File: src/rtl/xorshift_table_key_generator_macros.svh
// assertion macros for the xorshift table key generator
`ifndef XORSHIFT_TABLE_KEY_GENERATOR_MACROS_SVH
`define XORSHIFT_TABLE_KEY_GENERATOR_MACROS_SVH

`ifndef SYNTHESIS
// same-cycle implication, checked out of reset
`define XTKG_ASSERT_IMP(lbl, clk, rstn, ante, cons) \
    lbl: assert property (@(posedge clk) disable iff (!(rstn)) (ante) |-> (cons)) \
        else $error("xtkg same-cycle check failed");
// next-cycle implication, checked out of reset
`define XTKG_ASSERT_NXT(lbl, clk, rstn, ante, cons) \
    lbl: assert property (@(posedge clk) disable iff (!(rstn)) (ante) |=> (cons)) \
        else $error("xtkg next-cycle check failed");
`else
`define XTKG_ASSERT_IMP(lbl, clk, rstn, ante, cons)
`define XTKG_ASSERT_NXT(lbl, clk, rstn, ante, cons)
`endif

`endif

File: src/rtl/xtkg_pkg.sv
// shared types, constants and pick table of the xorshift table key generator
package xtkg_pkg;

    localparam logic [31:0] WORD2_START = 32'h82A28C10;
    localparam int          SHL_OLDEST  = 11;
    localparam int          SHR_T       = 8;
    localparam int          SHR_NEWEST  = 19;
    localparam int          SEED_W      = 32;
    localparam int          KEY_W       = 32;
    localparam int          IDX_W       = 2;
    localparam int          IN_DATA_W   = 4 * SEED_W;
    localparam int          OUT_DATA_W  = 40;
    localparam logic [1:0]  LAST_BYTE   = 2'd3;

    // commands from controller to datapath
    typedef struct packed {
        logic             seed_load;
        logic             step;
        logic             pick;
        logic             first_byte;
        logic             last_byte;
        logic             word2;
        logic             out_load;
        logic             out_last;
        logic [IDX_W-1:0] out_index;
    } xtkg_cmd_t;

    // status from datapath to controller
    typedef struct packed {
        logic stall;
    } xtkg_stat_t;

    // one xorshift128 draw: next newest word
    function automatic logic [31:0] gen_next(input logic [31:0] oldest,
                                             input logic [31:0] newest);
        logic [31:0] t;
        t = oldest ^ (oldest << SHL_OLDEST);
        return newest ^ (newest >> SHR_NEWEST) ^ t ^ (t >> SHR_T);
    endfunction

    // fixed table of 64 words
    function automatic logic [31:0] pick_word(input logic [5:0] idx);
        logic [31:0] w;
        unique case (idx)
            6'd0:  w = 32'h39B399D2;  6'd1:  w = 32'hFAE40B38;
            6'd2:  w = 32'h851BC213;  6'd3:  w = 32'h8CB4E3D9;
            6'd4:  w = 32'h7ED1C46A;  6'd5:  w = 32'hE8050462;
            6'd6:  w = 32'hD8D24F76;  6'd7:  w = 32'hB52886FC;
            6'd8:  w = 32'h67890BF0;  6'd9:  w = 32'hF5329CB0;
            6'd10: w = 32'hD597FB28;  6'd11: w = 32'h2B8EE0EA;
            6'd12: w = 32'h47574C51;  6'd13: w = 32'h0F7569D9;
            6'd14: w = 32'hCF1163AE;  6'd15: w = 32'hE4A153BF;
            6'd16: w = 32'hD1FAE468;  6'd17: w = 32'hD4C64738;
            6'd18: w = 32'h360106F5;  6'd19: w = 32'hDD7EB113;
            6'd20: w = 32'hC296F3E2;  6'd21: w = 32'h2C58F258;
            6'd22: w = 32'h79B554E1;  6'd23: w = 32'h85DF9D06;
            6'd24: w = 32'hAA307330;  6'd25: w = 32'h01410F69;
            6'd26: w = 32'hB2F2C573;  6'd27: w = 32'h82B93EB1;
            6'd28: w = 32'hF351A11C;  6'd29: w = 32'h63098693;
            6'd30: w = 32'h885B5DA5;  6'd31: w = 32'h8872A8ED;
            6'd32: w = 32'hACD9CB13;  6'd33: w = 32'hED7FBCAD;
            6'd34: w = 32'hE6A41EC2;  6'd35: w = 32'h5F44E79F;
            6'd36: w = 32'h8346F5B5;  6'd37: w = 32'h389FE6ED;
            6'd38: w = 32'h507124B5;  6'd39: w = 32'hE9B23EAA;
            6'd40: w = 32'h577113F0;  6'd41: w = 32'hA95ED917;
            6'd42: w = 32'h2F62D158;  6'd43: w = 32'h47843F86;
            6'd44: w = 32'hC65637D0;  6'd45: w = 32'h2F272052;
            6'd46: w = 32'hBA4A4CC4;  6'd47: w = 32'hB5F146F6;
            6'd48: w = 32'h501B87A7;  6'd49: w = 32'h51FC3A93;
            6'd50: w = 32'h6EDE3F02;  6'd51: w = 32'h3D265728;
            6'd52: w = 32'h9B809440;  6'd53: w = 32'h75B89229;
            6'd54: w = 32'hF6A280CC;  6'd55: w = 32'h8537FA68;
            6'd56: w = 32'h5B5ED19A;  6'd57: w = 32'h6FC05BB6;
            6'd58: w = 32'hF4EF5261;  6'd59: w = 32'hAA1B7D4F;
            6'd60: w = 32'hFCB26110;  6'd61: w = 32'h00AD3D74;
            6'd62: w = 32'hC0E73A4B;  6'd63: w = 32'hF132E7C7;
            default: w = '0;
        endcase
        return w;
    endfunction

endpackage

File: src/rtl/xtkg_ctrl.sv
// controller: sequences draws, bytes and key words for one input word
`include "xorshift_table_key_generator_macros.svh"
module xtkg_ctrl #(
    parameter int KEY_WORDS = 4
) (
    input  logic              aclk,
    input  logic              aresetn,
    input  logic              s_tvalid,
    output logic              s_tready,
    input  logic              s_cmd,
    input  xtkg_pkg::xtkg_stat_t stat,
    output xtkg_pkg::xtkg_cmd_t  cmd
);
    import xtkg_pkg::*;

    localparam int WCW = (KEY_WORDS > 1) ? $clog2(KEY_WORDS) : 1;

    typedef enum logic {ST_IDLE, ST_RUN} state_t;

    state_t           state_reg;
    logic [1:0]       byte_cnt_reg;
    logic             phase_reg;
    logic [WCW-1:0]   word_cnt_reg;
    logic [WCW+1:0]   word_ext;
    logic             accept;

    assign s_tready = (state_reg == ST_IDLE);
    assign accept   = s_tvalid && s_tready;
    assign word_ext = {2'b00, word_cnt_reg};

    // command decode
    always_comb begin
        cmd            = '0;
        cmd.seed_load  = accept && s_cmd;
        cmd.step       = (state_reg == ST_RUN) && !stat.stall;
        cmd.pick       = phase_reg;
        cmd.first_byte = (byte_cnt_reg == 2'd0);
        cmd.last_byte  = (byte_cnt_reg == LAST_BYTE);
        cmd.word2      = (word_ext == (WCW+2)'(2));
        cmd.out_index  = word_ext[1:0];
        cmd.out_last   = (word_cnt_reg == WCW'(KEY_WORDS - 1));
        cmd.out_load   = cmd.step && phase_reg && cmd.last_byte;
    end

    // state and counters
    always_ff @(posedge aclk) begin
        if (!aresetn) begin
            state_reg    <= ST_IDLE;
            byte_cnt_reg <= '0;
            phase_reg    <= 1'b0;
            word_cnt_reg <= '0;
        end else begin
            unique case (state_reg)
                ST_IDLE: begin
                    if (accept) begin
                        state_reg    <= ST_RUN;
                        byte_cnt_reg <= '0;
                        phase_reg    <= 1'b0;
                        word_cnt_reg <= '0;
                    end
                end
                ST_RUN: begin
                    if (cmd.step) begin
                        phase_reg <= !phase_reg;
                        if (phase_reg) begin
                            byte_cnt_reg <= byte_cnt_reg + 2'd1;
                        end
                        if (cmd.out_load) begin
                            if (cmd.out_last) begin
                                state_reg    <= ST_IDLE;
                                word_cnt_reg <= '0;
                            end else begin
                                word_cnt_reg <= word_cnt_reg + WCW'(1);
                            end
                        end
                    end
                end
                default: state_reg <= ST_IDLE;
            endcase
        end
    end

    // idle means no run in flight
    `XTKG_ASSERT_IMP(a_idle_clean, aclk, aresetn, s_tready, (word_cnt_reg == '0) && (byte_cnt_reg == 2'd0) && !phase_reg)
    // a finished word is never handed over while the output is blocked
    `XTKG_ASSERT_IMP(a_no_load_stalled, aclk, aresetn, cmd.out_load, !stat.stall)

endmodule

File: src/rtl/xtkg_dp.sv
// datapath: xorshift128 state, table byte pick, word assembly, output register
`include "xorshift_table_key_generator_macros.svh"
module xtkg_dp (
    input  logic                             aclk,
    input  logic                             aresetn,
    input  xtkg_pkg::xtkg_cmd_t              cmd,
    output xtkg_pkg::xtkg_stat_t             stat,
    input  logic [xtkg_pkg::IN_DATA_W-1:0]   seed_data,
    output logic                             m_tvalid,
    input  logic                             m_tready,
    output logic [xtkg_pkg::OUT_DATA_W-1:0]  m_tdata,
    output logic                             m_tlast
);
    import xtkg_pkg::*;

    logic [31:0]      gen_oldest_reg, gen_second_reg, gen_third_reg, gen_newest_reg;
    logic [31:0]      draw_val;
    logic [31:0]      entry_reg;
    logic [31:0]      word_reg, word_next;
    logic [31:0]      base, shifted, merged;
    logic [4:0]       byte_sh;
    logic [7:0]       byte_val;
    logic             out_valid_reg;
    logic [KEY_W-1:0] out_word_reg;
    logic [IDX_W-1:0] out_index_reg;
    logic             out_last_reg;

    assign draw_val   = gen_next(gen_oldest_reg, gen_newest_reg);
    assign stat.stall = out_valid_reg && !m_tready;

    // byte select and word assembly
    always_comb begin
        byte_sh  = {draw_val[31:30], 3'b000};
        shifted  = entry_reg >> byte_sh;
        byte_val = shifted[7:0];
        if (cmd.first_byte) begin
            base = cmd.word2 ? WORD2_START : '0;
        end else begin
            base = word_reg;
        end
        merged    = base | {24'b0, byte_val};
        word_next = cmd.last_byte ? merged : (merged << 8);
    end

    // generator state
    always_ff @(posedge aclk) begin
        if (!aresetn) begin
            gen_oldest_reg <= '0;
            gen_second_reg <= '0;
            gen_third_reg  <= '0;
            gen_newest_reg <= '0;
        end else if (cmd.seed_load) begin
            gen_oldest_reg <= seed_data[SEED_W-1:0];
            gen_second_reg <= seed_data[2*SEED_W-1:SEED_W];
            gen_third_reg  <= seed_data[3*SEED_W-1:2*SEED_W];
            gen_newest_reg <= seed_data[4*SEED_W-1:3*SEED_W];
        end else if (cmd.step) begin
            gen_oldest_reg <= gen_second_reg;
            gen_second_reg <= gen_third_reg;
            gen_third_reg  <= gen_newest_reg;
            gen_newest_reg <= draw_val;
        end
    end

    // table entry and partial word
    always_ff @(posedge aclk) begin
        if (cmd.step && !cmd.pick) begin
            entry_reg <= pick_word(draw_val[31:26]);
        end
        if (cmd.step && cmd.pick) begin
            word_reg <= word_next;
        end
    end

    // output register
    always_ff @(posedge aclk) begin
        if (!aresetn) begin
            out_valid_reg <= 1'b0;
        end else if (cmd.out_load) begin
            out_valid_reg <= 1'b1;
        end else if (m_tready) begin
            out_valid_reg <= 1'b0;
        end
    end

    always_ff @(posedge aclk) begin
        if (cmd.out_load) begin
            out_word_reg  <= word_next;
            out_index_reg <= cmd.out_index;
            out_last_reg  <= cmd.out_last;
        end
    end

    assign m_tvalid = out_valid_reg;
    assign m_tdata  = {{(OUT_DATA_W-KEY_W-IDX_W){1'b0}}, out_index_reg, out_word_reg};
    assign m_tlast  = out_last_reg;

    // generator only moves on a draw or a seed load
    `XTKG_ASSERT_NXT(a_gen_hold, aclk, aresetn, !cmd.step && !cmd.seed_load, $stable(gen_newest_reg) && $stable(gen_oldest_reg))
    // a loaded word is offered next cycle
    `XTKG_ASSERT_NXT(a_load_shows, aclk, aresetn, cmd.out_load, out_valid_reg)

endmodule

File: src/rtl/xorshift_table_key_generator.sv
// Each key word is built from four table bytes, two draws per byte, one draw per cycle
// on the single xorshift128 unit while the output is not stalled; a new input word is
// taken only once the last key word of the current one has been loaded for output.
// A stalled output holds the generator; the last word waits in the output register.
// Reset (aresetn low, synchronous) clears the generator state to zero and idles.
// top level: xorshift128 table-driven key generator
module xorshift_table_key_generator #(
    parameter int KEY_WORDS = 4
) (
    input  logic                             aclk,
    input  logic                             aresetn,
    input  logic                             s_tvalid,
    output logic                             s_tready,
    // seed_first, seed_second, seed_third, seed_fourth
    input  logic [xtkg_pkg::IN_DATA_W-1:0]   s_tdata,
    // cmd
    input  logic [0:0]                       s_tuser,
    output logic                             m_tvalid,
    input  logic                             m_tready,
    // key_word, word_index, zero fill
    output logic [xtkg_pkg::OUT_DATA_W-1:0]  m_tdata,
    // last_word
    output logic                             m_tlast
);
    import xtkg_pkg::*;

    xtkg_cmd_t  cmd;
    xtkg_stat_t stat;

    // sequencing
    xtkg_ctrl #(
        .KEY_WORDS (KEY_WORDS)
    ) u_ctrl (
        .aclk     (aclk),
        .aresetn  (aresetn),
        .s_tvalid (s_tvalid),
        .s_tready (s_tready),
        .s_cmd    (s_tuser[0]),
        .stat     (stat),
        .cmd      (cmd)
    );

    // generator and key assembly
    xtkg_dp u_dp (
        .aclk      (aclk),
        .aresetn   (aresetn),
        .cmd       (cmd),
        .stat      (stat),
        .seed_data (s_tdata),
        .m_tvalid  (m_tvalid),
        .m_tready  (m_tready),
        .m_tdata   (m_tdata),
        .m_tlast   (m_tlast)
    );

endmodule

File: config.mk
export PLATFORM = sky130hd
export DESIGN_NAME = xorshift_table_key_generator
export DESIGN_NICKNAME = d
export VERILOG_FILES = /design/src/rtl/xtkg_pkg.sv /design/src/rtl/xtkg_ctrl.sv /design/src/rtl/xtkg_dp.sv /design/src/rtl/xorshift_table_key_generator.sv
export VERILOG_INCLUDE_DIRS = /design/src /design/src/rtl
export SDC_FILE = /design/constraint.sdc
export NUM_CORES = 1
export LEC_CHECK = 0
export BUFFER_PORTS_ARGS = -buffer_cell sky130_fd_sc_hd__buf_2
export CAP_MARGIN = 10
export CORE_ASPECT_RATIO = 0.9
export CORE_MARGIN = 1
export CORE_UTILIZATION = 28
export DETAILED_ROUTE_END_ITERATION = 8
export PLACE_DENSITY = 0.56
export SLEW_MARGIN = 20
export SYNTH_ARGS = -nofsm -noshare
export SYNTH_HDL_FRONTEND = slang
export SYNTH_SLANG_ARGS = --single-unit
File: constraint.sdc
create_clock -name aclk -period 3.2 [get_ports aclk]
set_input_delay 0.48 -clock aclk [delete_from_list [all_inputs] [get_ports aclk]]
set_output_delay 0.48 -clock aclk [all_outputs]
set_load 0.01 [all_outputs]
; ---- Yosys cells after proc, flatten, opt, wreduce, memory -nomap -nowiden
; Memories as Yosys holds them, arrays and structs flattened. A register that Yosys moved wholly into a read port is not among the register bits.
; Cells that the tools add are included.
[word_totals]
romBits = 2048
output_inout_bits = 43
input_bits = 133
ff_bits = 202
elab_cells = 75
mem_count = 1
[memory_table]
columns = name, words, width, rd, rd_ports_with_merged_regs, wr, line
row1 = (no name shown), 64, 32, 1, 1, 0, xtkg_pkg.sv:44  ; unique case (idx)
[op_classes]
n_addsub = 2
n_reduce_logical = 16
mux = 29
bitwise_logic = 6
n_shift = 1
eq_ne = 7
[op_table]
columns = op, n
row1 = 2-to-1 mux 32 bit, 11
row2 = bitwise XOR 32 bit, 2
row3 = OR 32 x 8 -> 32 bit, 1
row4 = right shift 32 x 5 -> 8 bit, 1
row5 = bitwise XOR 32 x 13 -> 32 bit, 1
row6 = bitwise XOR 32 x 24 -> 32 bit, 1
row7 = 2-to-1 mux 2 bit, 6
row8 = 2-to-1 mux 1 bit, 8
row9 = one-hot mux 2 bit (2 select lines), 2
row10 = logical AND 1 bit, 7
row11 = "equality test 2 bit, second input constant", 3
row12 = "inequality test 2 bit, second input constant", 3
row13 = AND reduction 3 bit, 2
row14 = "adder 2 x 1 -> 2 bit, second input constant", 2
row15 = one-hot mux 1 bit (2 select lines), 2
row16 = nonzero test 2 bit, 2
row17 = logical NOT 1 bit, 3
row18 = logical NOT 2 bit, 1
row19 = "inequality test 2 x 1 -> 1 bit, second input constant", 1
row20 = AND reduction 2 bit, 1
row21 = NOT 1 bit, 1

; ---- Longest topological paths before layout
; Gate-level depths: netlist of the first run.
[depth]
ltp_word = 9
mapped_depth = 10
ltp_nobuf = 8

; ---- By module
; A second synthesis of the first run with hierarchy kept.
[unflattened]
cells_unflattened = 1507
area_unflattened_um2 = 13726.9
[by_module_without_submodules]
columns = mod, instances, cells_each, area_each_um2, seq_area_each_um2
row1 = xtkg_dp, 1, 1464, 13382.8, 5555.3
row2 = xtkg_ctrl, 1, 43, 344.1, 120.1

; ---- Worst setup path before layout of the first run
; OpenSTA, ideal clock, no wires.
[synth_timing]
kind = register to register
startpoint = register u_dp.gen_oldest_reg[16]
endpoint = register u_dp.entry_reg[12], data pin
t_required_ps = 2939
period_less_slack_ps = 2856
path_buffers = 2
arrival_time_ps = 2595
slack_ps = 344
setup_ps = 261
path_stages_with_launch = 10
cell_sequence = dfxtp_1 xor3_2 clkbuf_1 inv_1 ha_1 clkbuf_1 nor2_1 o311ai_1 o31ai_1 a311o_1
[synth_via]
elab_chain_len = 3
[synth_lines]
columns = item, line
row1 = "start, declared", xtkg_dp.sv:16  ; logic [31:0] gen_oldest_reg, gen_second_reg, gen_third_reg, gen_newest_reg;
row2 = "start signal, assigned", xtkg_dp.sv:53  ; gen_oldest_reg <= seed_data[SEED_W-1:0];
row3 = "start signal, assigned", xtkg_dp.sv:58  ; gen_oldest_reg <= gen_second_reg;
row4 = bitwise XOR 32 bit, xtkg_pkg.sv:37  ; t = oldest ^ (oldest << SHL_OLDEST);
row5 = bitwise XOR 32 bit, xtkg_pkg.sv:38  ; return newest ^ (newest >> SHR_NEWEST) ^ t ^ (t >> SHR_T);
row6 = bitwise XOR 32 x 24 -> 32 bit, xtkg_pkg.sv:38
row7 = "end, declared", xtkg_dp.sv:18  ; logic [31:0] entry_reg;
; Every way passes these cells.
; A chain may end at the register's enable or synchronous reset.

; ---- Final worst setup path of the first run
[layout_timing]
startpoint = register u_dp.gen_oldest_reg[15]
endpoint = register u_dp.entry_reg[3], data pin
; The elaborated chain is that of the path after synthesis.

==> results of run 1 <==
routing by layer:
layer  up-vias  GRT usage  routed length (um)
met5         -          0                  27
met4         4     0.0707                1380
met3        91     0.0412                4280
met2       573      0.324               22200
met1      6005      0.315               23600
li1       5532          -                   -
where the power goes:
group	total (mW)	switching [mW]	internal (mW)
Clock	3.37	1.37	2.01
Sequential	3.56	0.174	3.38
Combinational	3.21	1.95	1.26
cell usage in the layout (no fill, tap or decap), types with 7 or more instances in the layout:
cell,instances
a31oi_1,10
buf_12,7
xnor2_1,55
o22ai_1,10
mux2i_1,19
a211oi_1,14
o21ai_0,60
edfxtp_1,99
a221oi_1,8
and3_1,8
dfxtp_1,135
o221ai_1,7
a21oi_1,187
ha_1,16
nand2_1,184
inv_1,10
nor2_1,74
or3_1,8
xor2_1,20
clkbuf_16,28
o211ai_1,12
and2_1,8
buf_2,169
buf_4,120
nand3_1,33
a32oi_1,7
nor3_1,14
a22oi_1,127
mux4_2,8
nor2b_1,9
per-stage QoR:
| stage | utilization | std cells | total power [mW] |
|---|---|---|---|
| detailed placement | 0.333 | 2157 | 6.73 |
| global route | 0.354 | 2208 | 10.5 |
| CTS | 0.354 | 2207 | 10.1 |
| floorplan | - | 1391 | 5.37 |
| finish | 0.355 | 2211 | 10.1 |
| global placement | 0.333 | 2157 | 6.81 |
critical path, stage by stage (launching register included):
cell and delay, ns:
dfxtp_1 0.34, xor3_2 0.63, inv_2 0.19, ha_1 0.24, buf_4 0.21, buf_4 0.17
o211ai_1 0.26, a21oi_1 0.13, a211oi_1 0.46
cells by family (layout without fill, tap and decap cells):
family,count (synthesis),in the layout,synth area share
multiplexers,28,28,0.0299
AO/OA/AOI/OAI,512,512,0.260
flip-flops,234,234,0.445
AND/OR/NAND/NOR,363,363,0.124
XOR/XNOR,87,87,0.0740
other,1,10,0.000294
adder cells (fa/ha/maj),16,16,0.0157
buffers and inverters,145,361,0.0522
worst max path at each step:
stage                                   end  slack, ns  depth (start not counted)
6_report        u_dp.entry_reg[3]$_DFFE_PP_       0.29                          8
5_1_grt        u_dp.entry_reg[23]$_DFFE_PP_       0.16                          8
4_1_cts         u_dp.entry_reg[1]$_DFFE_PP_       0.35                          8
3_5_place_dp    u_dp.entry_reg[1]$_DFFE_PP_       0.37                          8
3_3_place_gp    u_dp.entry_reg[3]$_DFFE_PP_       0.32                          8
2_1_floorplan  u_dp.entry_reg[12]$_DFFE_PP_       0.34                          9
area by class of cell:
| type | instances | share of cell area |
|---|---|---|
| multi-input cells | 1012 | 0.409 |
| flip-flops and latches | 234 | 0.359 |
| repair buffers | 296 | 0.119 |
| clock buffers | 34 | 0.0477 |
| well taps | 600 | 0.0475 |
| clock inverters | 16 | 0.0134 |
| inverters | 15 | 0.00372 |
| diodes | 4 | 0.000633 |
==> impl_results.md, run 1 <==
- CTS tree: built
- Slew HR: 0.467
- Global placement routability congestion: roughly 1.0
- Clock Skew: between 0.01 and 0.015 ns
- Vias in the first global route: around 12k
- Synth top area share: 0.233
- DP Wirelength: 37.0 mm
- RSZ-0062 raised after global routing: no
- Main synth FF type: dfxtp_1
- PnR worst setup slack: approximately 0.29 ns
- Asr flop ratio synth: 0
- Commonest cells in the netlist: a21oi_1, nand2_1, dfxtp_1, a22oi_1, edfxtp_1
- Area delta synth->final: 23.9%
- Synth Instances: 1386
- Die height: ~200 um
- R2R Setup Slk: roughly 0.29 ns
- Post-synth EDFFs: 99
- Hold Crit Depth: 3
- Leak: ~5.8 nW
- Most numerous cell in the Yosys netlist: a21oi_1
- Post-CTS Resized: 0
- WS Path Type: flip-flop to flip-flop
- Layout cells sized above 1: 0.232
- Reg-to-reg startpoint: u_dp.gen_oldest_reg[15]$_SDFFE_PN0P_
- Type of origin of the critical path: flip-flop
- Final setup viols: 0
- Outcome: finished, final reports clean
- Proportion of synthesized chip area in sequential cells: 0.445
- Post-Route WL: 51.5 mm
- Skew-Pair Late Insertion Delay: between 0.5 and 0.6 ns
- WP data required: roughly 3.5 ns
- Syn Area/Cell: 9.20 um2
- First-pass GRT wire length: roughly 75 mm
- Core Region: approximately 45000 um2
- Ports: 176
- FF-to-FF path depth: 8
- Synth warn: 0
- # Max-Cap Violations: 0
- Worst EP arrival: between 3 and 4 ns
- Final Cycle Share: 0.910
- Peak Freq: 0.343 GHz
- WHS: between 0.15 and 0.2 ns
- Area occupied by registers: 5680 um2
- Iteration-0 DRC count of the detailed router: ~1.4k
- Multi-input gate area: 6450 um2
- Clock Path Buffers: 3
- Remaining DRCs: 0
- Drt pass-1 iters: 5
- Pin count of the biggest net entering global routing: ~130
- Reg2reg end: u_dp.entry_reg[3]$_DFFE_PP_
- Setup TNS: 0 ns
- Final instance area: between 15000 and 20000 um2
- Mapped Area: between 10000 and 15000 um2
- Per-cell routed wire length: around 23 um
- Row count: 73
- Peak VDD IR: 342 uV
- Post-synth top area cell: edfxtp_1
- Hold path startpoint: s_tdata[115]
- Worst min path class: input port to flip-flop
- Synth cell types: 78
- Clk root buf: clkbuf_16
- Post-CTS Setup Bufs: 0
- Initial Util: 0.286
- Gr usage total: 0.218
- Cts hold-fix bufs: 0
- Fill cells: roughly 4.6k
- Final hold vios: 0
- Type of element capturing the critical path: flip-flop
- Power per Cell Area: roughly 640 nW/um2
- Final slew viol count: 0
- Post-placement worst setup slack: 0.370 ns
- Post-DR vias/cell: about 5.5
- Hold path endpoint: u_dp.gen_newest_reg[19]$_SDFFE_PN0P_
- Placed Instance Area: approximately 15000 um2
- Yosys reg bits: around 230
- Maximum fanout along the worst path: 13
- Least-Margin Pin Slew: ~0.80 ns
- Post-DRT Antenna Nets: 0
- Final #Nets: approximately 1.7k
- Vias: about 12k
- GRT overflow: 0
- Die Width: between 200 and 250 um
- Port Buf Inserts: roughly 170
- Top cells by area, synth: edfxtp_1, dfxtp_1, a22oi_1
- Initial antenna violation count: 8
- CTS clk-pin slew, worst paths: roughly 0.060 ns
- H-tree Lvls: 1
- Critical path startpoint: u_dp.gen_oldest_reg[15]$_SDFFE_PN0P_
- Clock sinks: 234
- Die footprint: ~46000 um2
- Post-route minimum period: 2.91 ns
- Num CTS Buffers: 27
No activity file was read; power rests on OpenSTA's default activity.
==> run 2: changes to the inputs <==
--- a/config.mk
+++ b/config.mk
@@ -11,6 +11,7 @@
 export CORE_ASPECT_RATIO = 0.9
 export CORE_MARGIN = 1
 export CORE_UTILIZATION = 28
+export CTS_BUF_LIST = sky130_fd_sc_hd__clkbuf_4 sky130_fd_sc_hd__clkbuf_8
 export DETAILED_ROUTE_END_ITERATION = 8
 export PLACE_DENSITY = 0.56
 export SLEW_MARGIN = 20
==> run 2 against run 1 <==
  * Maximum frequency about the same
  * Sequential power about the same
  * Final area down 0.82%
  * Critical endpoint is now u_dp.entry_reg[23]$_DFFE_PP_
  * Global-route usage up 0.10 points
  * Core utilization down 0.29 points
==> impl_results.md, run 2 (synthesis gave the netlist of run 1 again) <==
- WP data required: around 3.6 ns
- CTS clk-pin slew, worst paths: around 0.060 ns
- Final slew viol count: 0
- Core Region: 44600 um2
- Initial antenna violation count: 7
- Worst min path class: input port to flip-flop
- Skew-Pair Late Insertion Delay: ~0.6 ns
- Post-DRT Antenna Nets: 0
- Row count: 73
- Type of element capturing the critical path: flip-flop
- Clock Skew: about 0.06 ns
- First-pass GRT wire length: ~76 mm
- Slew HR: 0.467
- RSZ-0062 raised after global routing: no
- Cts hold-fix bufs: 0
- Total power: roughly 9.7 mW
- WHS: about 0.16 ns
- DP Wirelength: 37.0 mm
- Final hold vios: 0
- Clock sinks: 234
- Type of origin of the critical path: flip-flop
- Commonest non-fill, non-tap cells in the layout: a21oi_1, nand2_1, buf_2
- Power per Cell Area: 617 nW/um2
- Initial Util: 0.286
- Final Cycle Share: 0.910
- Finished Core Util: 0.352
- Setup TNS: 0 ns
- Remaining DRCs: 0
- GRT overflow: 0
- Final setup viols: 0
- Placed cell count: ~2.2k
- Drt pass-1 iters: 6
- Pin count of the biggest net entering global routing: 129
- Clk root buf: clkbuf_8
- Port Buf Inserts: 169
- Gr usage total: 0.219
- CTS tree: built
- Least-Margin Pin Slew: 0.799 ns
- # Max-Cap Violations: 0
- Worst EP arrival: 3.31 ns
- Area delta synth->final: 22.9%
- Layout cells sized above 1: 0.243
- Commonest non-fill, non-tap cell in the layout: a21oi_1
- Peak VDD IR: roughly 220 uV
- WS Path Type: flip-flop to flip-flop
- Die Width: ~230 um
- Vias: 12.3k
- Maximum fanout along the worst path: 13
- Leak: slightly below 6 nW
- Outcome: finished, final reports clean
- Num CTS Buffers: between 40 and 50
- Per-cell routed wire length: about 23 um
- Post-CTS Setup Bufs: 0
- Die footprint: roughly 46000 um2
- Clock Path Buffers: 3
- Final std cells w/o fill: roughly 2.2k
- Fill cells: ~4.6k
- Final #Nets: between 1.5k and 2k
- Post-DR vias/cell: roughly 5.5
- Post-route minimum period: 2.91 ns
- H-tree Lvls: 2
- Die height: approximately 200 um
- Global placement routability congestion: between 1 and 1.5
- Vias in the first global route: around 12k
- Post-CTS Resized: 0
- Post-Route WL: 51.5 mm
- Ports: between 150 and 200
- Peak Freq: around 0.34 GHz
- Iteration-0 DRC count of the detailed router: 1377
[run 2: changes by cell type in the layout (fill, tap and decap cells not counted), sizes merged]
cell	previous run	this run
bufinv	4	2
clkinvlp	4	2
inv	17	14
clkinv	6	11
clkbuf	34	56
diode	4	3
[run 2: critical path, stage by stage (launching register included)]
cell and delay, ns:
dfxtp_1 0.39, xor3_2 0.62, inv_2 0.25, ha_1 0.49
nor2_1 0.25, a21oi_1 0.21, a211oi_1 0.09, a311o_1 0.32
a31oi_1 0.14
[run 2: layout make-up]
cell class              count  area, um2  share of cell area
well taps                 600        751              0.0479
multi-input cells        1012       6450               0.412
clock inverters            14        130             0.00830
clock buffers              56        708              0.0452
inverters                  15       58.8             0.00375
repair buffers            296       1890               0.120
diodes                      3       7.51            0.000479
flip-flops and latches    234       5680               0.362
[run 2: per-layer routing]
layer,global-route usage,share of wire,vias up
li1,-,-,5567
met2,0.325,0.43,557
met1,0.312,0.46,6009
met4,0.0803,0.033,6
met3,0.0442,0.080,113
met5,0,0.00080,-
[run 2: through the flow]
| stage | area, um2 | worst slack [ns] |
|---|---|---|
| 2_1_floorplan | 12800 | 0.344 |
| 3_3_place_gp | 14800 | 0.316 |
| 3_5_place_dp | 14800 | 0.370 |
| 4_1_cts | 15700 | 0.386 |
| 5_1_grt | 15700 | 0.160 |
| 6_report | 15700 | 0.287 |
[run 2: final timing paths]
kind	startpoint	endpoint	slack (ns)	cells past startpoint
worst max-delay path	u_dp.gen_oldest_reg[15]$_SDFFE_PN0P_	u_dp.entry_reg[23]$_DFFE_PP_	0.29	8
worst min-delay path	s_tdata[106]	u_dp.gen_newest_reg[10]$_SDFFE_PN0P_	0.16	3
worst max register to register	u_dp.gen_oldest_reg[15]$_SDFFE_PN0P_	u_dp.entry_reg[23]$_DFFE_PP_	0.29	8
worst min register to register	u_dp.gen_second_reg[26]$_SDFFE_PN0P_	u_dp.gen_second_reg[26]$_SDFFE_PN0P_	0.45	2
[run 2: where the power goes]
group	internal, mW	switching (mW)	total, mW	leakage, nW
sequential	3.38	0.174	3.56	1.99
combinational	1.26	1.94	3.20	3.33
clock	1.60	1.31	2.91	0.440
total	6.25	3.42	9.67	5.76
